File: config.mk
export PLATFORM = sky130hd
export DESIGN_NAME = vtwl_ctrl
export DESIGN_NICKNAME = d
export VERILOG_FILES = /design/src/rtl/vtwl_pkg.sv /design/src/rtl/vtwl_ctrl.sv
export SDC_FILE = /design/constraint.sdc
export NUM_CORES = 1
export LEC_CHECK = 0
export BUFFER_PORTS_ARGS = -buffer_cell sky130_fd_sc_hd__buf_2
export CORE_ASPECT_RATIO = 1.25
export CORE_UTILIZATION = 41
export DETAILED_ROUTE_END_ITERATION = 8
export GPL_ROUTABILITY_DRIVEN = 0
export HOLD_SLACK_MARGIN = 0.05
export PLACE_DENSITY = 0.66
export SLEW_MARGIN = 15
export SYNTH_ARGS = -nofsm -noshare
export SYNTH_HDL_FRONTEND = slang
export SYNTH_SLANG_ARGS = --single-unit
File: constraint.sdc
create_clock -name clk -period 4.5 [get_ports clk]
set_input_delay 0.675 -clock clk [delete_from_list [all_inputs] [get_ports clk]]
set_output_delay 0.675 -clock clk [all_outputs]
set_load 0.1 [all_outputs]
File: src/rtl/vtwl_pkg.sv
// vtwl_pkg: shared types, constants and helper functions of the vocabulary tree word lookup
`timescale 1ns / 1ps

package vtwl_pkg;

	localparam int MAX_LEVELS       = 3;
	localparam int MAX_BRANCH       = 8;
	localparam int DESC_DIM         = 32;
	localparam int CENTER_FRAC_BITS = 8;

	localparam int NODE_TOTAL   = MAX_BRANCH + MAX_BRANCH * MAX_BRANCH
		+ MAX_BRANCH * MAX_BRANCH * MAX_BRANCH;
	localparam int CENTER_DEPTH = NODE_TOTAL * DESC_DIM;

	localparam int LVL_W    = 2;
	localparam int CHILD_W  = 4;
	localparam int NODE_W   = 9;
	localparam int ELEM_W   = 5;
	localparam int CENTER_W = 16;
	localparam int QUERY_W  = 8;
	localparam int CFG_W    = 4;
	localparam int IDX_W    = NODE_W + CHILD_W;
	localparam int SLOT_W   = $clog2(NODE_TOTAL);
	localparam int CADDR_W  = $clog2(CENTER_DEPTH);
	localparam int SQ_W     = 2 * CENTER_W;
	localparam int ACC_W    = SQ_W + $clog2(DESC_DIM) + 1;

	typedef enum logic [1:0] {
		ACT_CENTER  = 2'd0,
		ACT_PRESENT = 2'd1,
		ACT_QUERY   = 2'd2,
		ACT_NONE    = 2'd3
	} vtwl_action_t;

	typedef enum logic [1:0] {
		CFG_LEVELS = 2'd0,
		CFG_BRANCH = 2'd1,
		CFG_READY  = 2'd2,
		CFG_SPARE  = 2'd3
	} vtwl_cfg_idx_t;

	typedef enum logic [3:0] {
		ST_CLEAR,
		ST_IDLE,
		ST_LSTART,
		ST_PRES,
		ST_PCHK,
		ST_ELEM,
		ST_DRAIN,
		ST_CMP,
		ST_NEXT,
		ST_LEND,
		ST_DONE
	} vtwl_state_t;

	typedef struct packed {
		logic                take;
		logic                node_clr;
		logic                clr_en;
		logic [SLOT_W-1:0]   clr_addr;
		logic                lvl_start;
		logic                pres_rd;
		logic                acc_clr;
		logic                elem_issue;
		logic [ELEM_W-1:0]   elem;
		logic                cmp;
		logic                lvl_end;
		logic [LVL_W-1:0]    level;
		logic [CHILD_W-1:0]  child;
		logic [CHILD_W-1:0]  branch;
		logic                out_load;
		logic                out_nr;
	} vtwl_cmd_t;

	typedef struct packed {
		logic child_ok;
		logic pipe_busy;
		logic out_full;
	} vtwl_status_t;

	function automatic logic [IDX_W-1:0] level_cap(input logic [LVL_W-1:0] lvl);
		logic [IDX_W-1:0] c;
		c = IDX_W'(1);
		for (int i = 1; i <= MAX_LEVELS; i++) begin
			if (i <= int'(lvl)) begin
				c = IDX_W'(c * IDX_W'(MAX_BRANCH));
			end
		end
		return c;
	endfunction

	function automatic logic [IDX_W-1:0] level_base(input logic [LVL_W-1:0] lvl);
		logic [IDX_W-1:0] b;
		logic [IDX_W-1:0] c;
		b = '0;
		c = IDX_W'(1);
		for (int i = 1; i <= MAX_LEVELS; i++) begin
			c = IDX_W'(c * IDX_W'(MAX_BRANCH));
			if (i < int'(lvl)) begin
				b = IDX_W'(b + c);
			end
		end
		return b;
	endfunction

	function automatic logic slot_ok(input logic [LVL_W-1:0] lvl, input logic [IDX_W-1:0] idx);
		return (lvl != '0) && (int'(lvl) <= MAX_LEVELS) && (idx < level_cap(lvl));
	endfunction

	function automatic logic [SLOT_W-1:0] slot_of(input logic [LVL_W-1:0] lvl,
		input logic [IDX_W-1:0] idx);
		logic [IDX_W-1:0] s;
		s = IDX_W'(level_base(lvl) + idx);
		return s[SLOT_W-1:0];
	endfunction

endpackage

File: src/rtl/vtwl_ctrl.sv
// vtwl_ctrl: configuration registers and the sequencer of the clearing pass and the tree walk
`timescale 1ns / 1ps

module vtwl_ctrl (
	input  logic                          clk,
	input  logic                          arst_n,
	input  logic                          cfg_wr_en,
	input  logic [1:0]                    cfg_index,
	input  logic [vtwl_pkg::CFG_W-1:0]    cfg_data,
	input  logic                          in_valid,
	output logic                          in_ready,
	input  logic [1:0]                    action,
	input  logic                          last_element,
	input  vtwl_pkg::vtwl_status_t        status,
	output vtwl_pkg::vtwl_cmd_t           cmd
);

	vtwl_pkg::vtwl_state_t         state_q;
	vtwl_pkg::vtwl_state_t         state_d;
	logic [vtwl_pkg::LVL_W-1:0]    levels_q;
	logic [vtwl_pkg::CHILD_W-1:0]  branch_q;
	logic                          ready_q;
	logic [vtwl_pkg::LVL_W-1:0]    levels_eff;
	logic [vtwl_pkg::CHILD_W-1:0]  branch_eff;
	logic [vtwl_pkg::LVL_W-1:0]    level_q;
	logic [vtwl_pkg::CHILD_W-1:0]  child_q;
	logic [vtwl_pkg::ELEM_W-1:0]   elem_q;
	logic [vtwl_pkg::SLOT_W-1:0]   clr_q;
	logic                          nr_q;
	logic                          start;
	logic                          last_child;

	always_ff @(posedge clk or negedge arst_n) begin
		if (!arst_n) begin
			levels_q <= vtwl_pkg::LVL_W'(3);
			branch_q <= vtwl_pkg::CHILD_W'(8);
			ready_q  <= 1'b0;
		end else if (cfg_wr_en) begin
			unique case (vtwl_pkg::vtwl_cfg_idx_t'(cfg_index))
				vtwl_pkg::CFG_LEVELS: levels_q <= cfg_data[vtwl_pkg::LVL_W-1:0];
				vtwl_pkg::CFG_BRANCH: branch_q <= cfg_data[vtwl_pkg::CHILD_W-1:0];
				vtwl_pkg::CFG_READY:  ready_q  <= cfg_data[0];
				default: ;
			endcase
		end
	end

	always_comb begin
		levels_eff = (int'(levels_q) > vtwl_pkg::MAX_LEVELS) ?
			vtwl_pkg::LVL_W'(vtwl_pkg::MAX_LEVELS) : levels_q;
		if (branch_q == '0) begin
			branch_eff = vtwl_pkg::CHILD_W'(1);
		end else if (int'(branch_q) > vtwl_pkg::MAX_BRANCH) begin
			branch_eff = vtwl_pkg::CHILD_W'(vtwl_pkg::MAX_BRANCH);
		end else begin
			branch_eff = branch_q;
		end
		start      = in_valid && (state_q == vtwl_pkg::ST_IDLE)
			&& (action == vtwl_pkg::ACT_QUERY) && last_element;
		last_child = (child_q == vtwl_pkg::CHILD_W'(branch_eff - 1'b1));
	end

	always_comb begin
		state_d = state_q;
		unique case (state_q)
			vtwl_pkg::ST_CLEAR: begin
				if (clr_q == vtwl_pkg::SLOT_W'(vtwl_pkg::NODE_TOTAL - 1)) begin
					state_d = vtwl_pkg::ST_IDLE;
				end
			end
			vtwl_pkg::ST_IDLE: begin
				if (start) begin
					if (!ready_q || (levels_eff == '0)) begin
						state_d = vtwl_pkg::ST_DONE;
					end else begin
						state_d = vtwl_pkg::ST_LSTART;
					end
				end
			end
			vtwl_pkg::ST_LSTART: state_d = vtwl_pkg::ST_PRES;
			vtwl_pkg::ST_PRES:   state_d = vtwl_pkg::ST_PCHK;
			vtwl_pkg::ST_PCHK: begin
				state_d = status.child_ok ? vtwl_pkg::ST_ELEM : vtwl_pkg::ST_NEXT;
			end
			vtwl_pkg::ST_ELEM: begin
				if (elem_q == vtwl_pkg::ELEM_W'(vtwl_pkg::DESC_DIM - 1)) begin
					state_d = vtwl_pkg::ST_DRAIN;
				end
			end
			vtwl_pkg::ST_DRAIN: begin
				if (!status.pipe_busy) begin
					state_d = vtwl_pkg::ST_CMP;
				end
			end
			vtwl_pkg::ST_CMP:  state_d = vtwl_pkg::ST_NEXT;
			vtwl_pkg::ST_NEXT: state_d = last_child ? vtwl_pkg::ST_LEND : vtwl_pkg::ST_PRES;
			vtwl_pkg::ST_LEND: begin
				state_d = (level_q == levels_eff) ? vtwl_pkg::ST_DONE : vtwl_pkg::ST_LSTART;
			end
			vtwl_pkg::ST_DONE: begin
				if (!status.out_full) begin
					state_d = vtwl_pkg::ST_IDLE;
				end
			end
			default: state_d = vtwl_pkg::ST_CLEAR;
		endcase
	end

	always_comb begin
		in_ready       = (state_q == vtwl_pkg::ST_IDLE);
		cmd            = '0;
		cmd.take       = in_valid && in_ready;
		cmd.node_clr   = start;
		cmd.clr_en     = (state_q == vtwl_pkg::ST_CLEAR);
		cmd.clr_addr   = clr_q;
		cmd.lvl_start  = (state_q == vtwl_pkg::ST_LSTART);
		cmd.pres_rd    = (state_q == vtwl_pkg::ST_PRES);
		cmd.acc_clr    = (state_q == vtwl_pkg::ST_PCHK);
		cmd.elem_issue = (state_q == vtwl_pkg::ST_ELEM);
		cmd.elem       = elem_q;
		cmd.cmp        = (state_q == vtwl_pkg::ST_CMP);
		cmd.lvl_end    = (state_q == vtwl_pkg::ST_LEND);
		cmd.level      = level_q;
		cmd.child      = child_q;
		cmd.branch     = branch_eff;
		cmd.out_load   = (state_q == vtwl_pkg::ST_DONE) && !status.out_full;
		cmd.out_nr     = nr_q;
	end

	always_ff @(posedge clk or negedge arst_n) begin
		if (!arst_n) begin
			state_q <= vtwl_pkg::ST_CLEAR;
			clr_q   <= '0;
			level_q <= '0;
			child_q <= '0;
			elem_q  <= '0;
			nr_q    <= 1'b0;
		end else begin
			state_q <= state_d;
			unique case (state_q)
				vtwl_pkg::ST_CLEAR: clr_q <= vtwl_pkg::SLOT_W'(clr_q + 1'b1);
				vtwl_pkg::ST_IDLE: begin
					if (start) begin
						level_q <= vtwl_pkg::LVL_W'(1);
						nr_q    <= !ready_q;
					end
				end
				vtwl_pkg::ST_LSTART: child_q <= '0;
				vtwl_pkg::ST_PCHK:   elem_q  <= '0;
				vtwl_pkg::ST_ELEM:   elem_q  <= vtwl_pkg::ELEM_W'(elem_q + 1'b1);
				vtwl_pkg::ST_NEXT: begin
					if (!last_child) begin
						child_q <= vtwl_pkg::CHILD_W'(child_q + 1'b1);
					end
				end
				vtwl_pkg::ST_LEND: level_q <= vtwl_pkg::LVL_W'(level_q + 1'b1);
				default: ;
			endcase
		end
	end

endmodule

==> results.yml <==
die:
  die_w_um: 62.0
  rows: 26
  die_h_um: 77.0
  core-area_um2: 4200
  dieArea_um2: 4780
  io_pins: 53
  initial_core_util_pct: 44.0
detailed_routing:
  top_layer: "met4"
  viasPerCell: 5.20
  dr_wl_met2_um: 1940
  drc: 0
  wl_um: 3910
  ant_nets: 0
  dr.first_iter.drc_count: 49
  drt-met1-wl_um: 1700
  wl_per_cell_um: 13.5
  vias: 1504
  first_pass_iters: 4
  routed-wl-met3_um: 233
critical_path:
  path_class: "flip-flop to primary output"
  slowest_delay_ns: 0.52
  slowest_stage: "dfrtp_1"
  r2r-start: "branch_q[2]$_DFFE_PN0P_"
  r2r_slack_ns: 2.16
  critPathBufInv: 2
  endpoint_kind: "primary output"
  start_kind: "flip-flop"
  cp_top_family: "simple AND/OR/NAND/NOR gates"
  crit_chain: "nand2b_1 > nor3_2 > nand3_1 > inv_1 > buf_2"
  worstReg2RegEnd: "child_q[1]$_DFFE_PN0P_"
  reg2reg_depth: 8
  arrival_ns: 2.11
  crit_required_ns: 3.83
  critPathMaxFanout: 13
clock_network:
  cts_resized: 0
  cts_hold_buf: 0
  path_clk_slew_ns: 0.07
  h-tree-depth: 2
  cts_root_buf: "clkbuf_8"
  cts_tree: "done"
  clock_sinks: 33
  clock_latency_ns: 0.28
  cts_setup_buffers: 0
  cts_max_path_buffers: 2
  cts_buffers: 5
synth:
  syn_area_um2: 1850
  yosys_register_bits: 33
  synth_top_area_share_pct: 40.7
  synthArstFlopShare_pct: 100
  syn-instance-count: 181
  synth_area_per_cell_um2: 10.2
  yosysWarnings: 0
  yosysSeqAreaShare_pct: 44.9
  ys_top_cells_by_area: "dfrtp_1 (41%), xnor2_1 (5.7%), mux2_2 (4.9%)"
  ys_types: 47
  synth_top_area_cell: "dfrtp_1"
  syn_nets: 202
  synth_edf_count: 0
  synth_ff_type: "dfrtp_1"
sta:
  fmax_ghz: 0.359
  finalSetupViolCount: 0
  post-route-period-util_pct: 61.9
  skew_ns: 0.00987
  worst_slew_pin_slew_ns: 0.745
  drv_slew: 0
  fin_crit_ns: 2.79
  hold_violations: 0
  timing.slew.headroom_pct: 50.3
  rsz0062_at_grt: "no"
  tns_ns: 0
final_layout:
  final_common_cell: "buf_2"
  layout-drive-gt1-share_pct: 34.3
  fin_cells: 289
  fin_nets: 253
  area_growth_syn_to_layout_pct: 21.3
  regArea_um2: 830
  n_antenna_cell: 0
  multi_input_area_um2: 958
  layout_common_cells: "buf_2 (52), dfrtp_1 (30), nand2_1 (13)"
  fillers: 400
grt:
  grt.overflow.total: 0
  grt_pass1_wl_um: 6360
  grt_start_max_net_pins: 34
  grt_usage_pct: 17.7
  grt_pass1_vias: 1388
  antenna_found_initial: 0
job:
  drv_cap: 0
placed_design:
  dp_hpwl_um: 2920
  io_buffers: 52
  dpl.cell_count: 281
hold_path:
  hold_class: "input port to asynchronous set/reset pin"
status:
  status: "finished, final reports clean"
state kept, by name (all words and copies together) (netlist names):
name	cells
child_q	4
branch_q	4
level_q	2
nr_q	1
state_q	4
clr_q	10
elem_q	5
levels_eff	2
ready_q	1
per-layer routing:
metal | vias to the layer above | GRT usage [%]
li1 | 749 | -
met1 | 702 | 22.5
met2 | 49 | 28.8
met3 | 4 | 5.06
met4 | 0 | 4.67
met5 | - | 0
synthesized netlist by cell type (all sizes together), types with 2 or more instances:
library cell  instances
nand3b                4
and3                  4
dfrtp                30
xnor2                12
inv                   5
nor3                  7
a21o                  2
mux2i                 3
a21oi                 8
a2111oi               2
nand2                14
nand2b                7
o21ai                 9
or3                   2
buf                   5
clkbuf                3
or2                   3
mux2                  9
nor2b                 2
and2                  2
nand4                 4
nor2                  9
and3b                 2
ha                    5
dfstp                 3
nand3                 7
xor2                  3
cell type report:
type                    instances  share of cell area (%)
well taps                      56                    3.13
clock inverters                 1                   0.224
clock buffers                   7                    4.30
flip-flops and latches         33                    37.1
repair buffers                 52                    11.6
multi-input cells             135                    42.8
inverters                       5                   0.838
through the flow:
stage               setup WS [ns]  util [%]  area [um2]  hold WS, ns
detailed placement           2.02      50.9        2140        0.478
floorplan                   0.880         -        1850        0.379
global placement             2.04      50.9        2140        0.466
finish                       1.71      53.3        2240        0.449
CTS                          1.71      53.3        2240        0.478
global route                 1.48      53.3        2240        0.514
worst max-delay path by stage:
stage                           startpoint  endpoint  slack (ns)  cells past startpoint
floorplan           state_q[0]$_DFFE_PN0P_   cmd[22]        0.88                      3
global placement    state_q[1]$_DFFE_PN0P_   cmd[34]        2.04                      5
detailed placement  state_q[1]$_DFFE_PN0P_   cmd[34]        2.02                      5
CTS                 state_q[1]$_DFFE_PN0P_   cmd[34]        1.71                      5
global route        state_q[1]$_DFFE_PN0P_   cmd[34]        1.48                      5
finish              state_q[1]$_DFFE_PN0P_   cmd[34]        1.71                      5
cell families after synthesis:
| kind of cell | synth area share, % |
|---|---|
| mux | 7.32 |
| simple gates | 23.0 |
| flops | 44.9 |
| buf+inv | 3.39 |
| xor+xnor | 7.12 |
| fa+ha+maj | 3.39 |
| compound gates | 10.8 |
worst reg2reg max path, cell delays in order, from the launching register on:
cell and delay (ns):
dfrtp_1 0.39, o21ba_1 0.19, or2_2 0.29, ha_1 0.21, xnor2_1 0.13, xnor2_1 0.16, a2111o_1 0.43, nand2_2 0.12
mux2_4 0.31
Power is not shown: default switching activity piles up to over one toggle a cycle in this logic, so the estimate is an artifact.
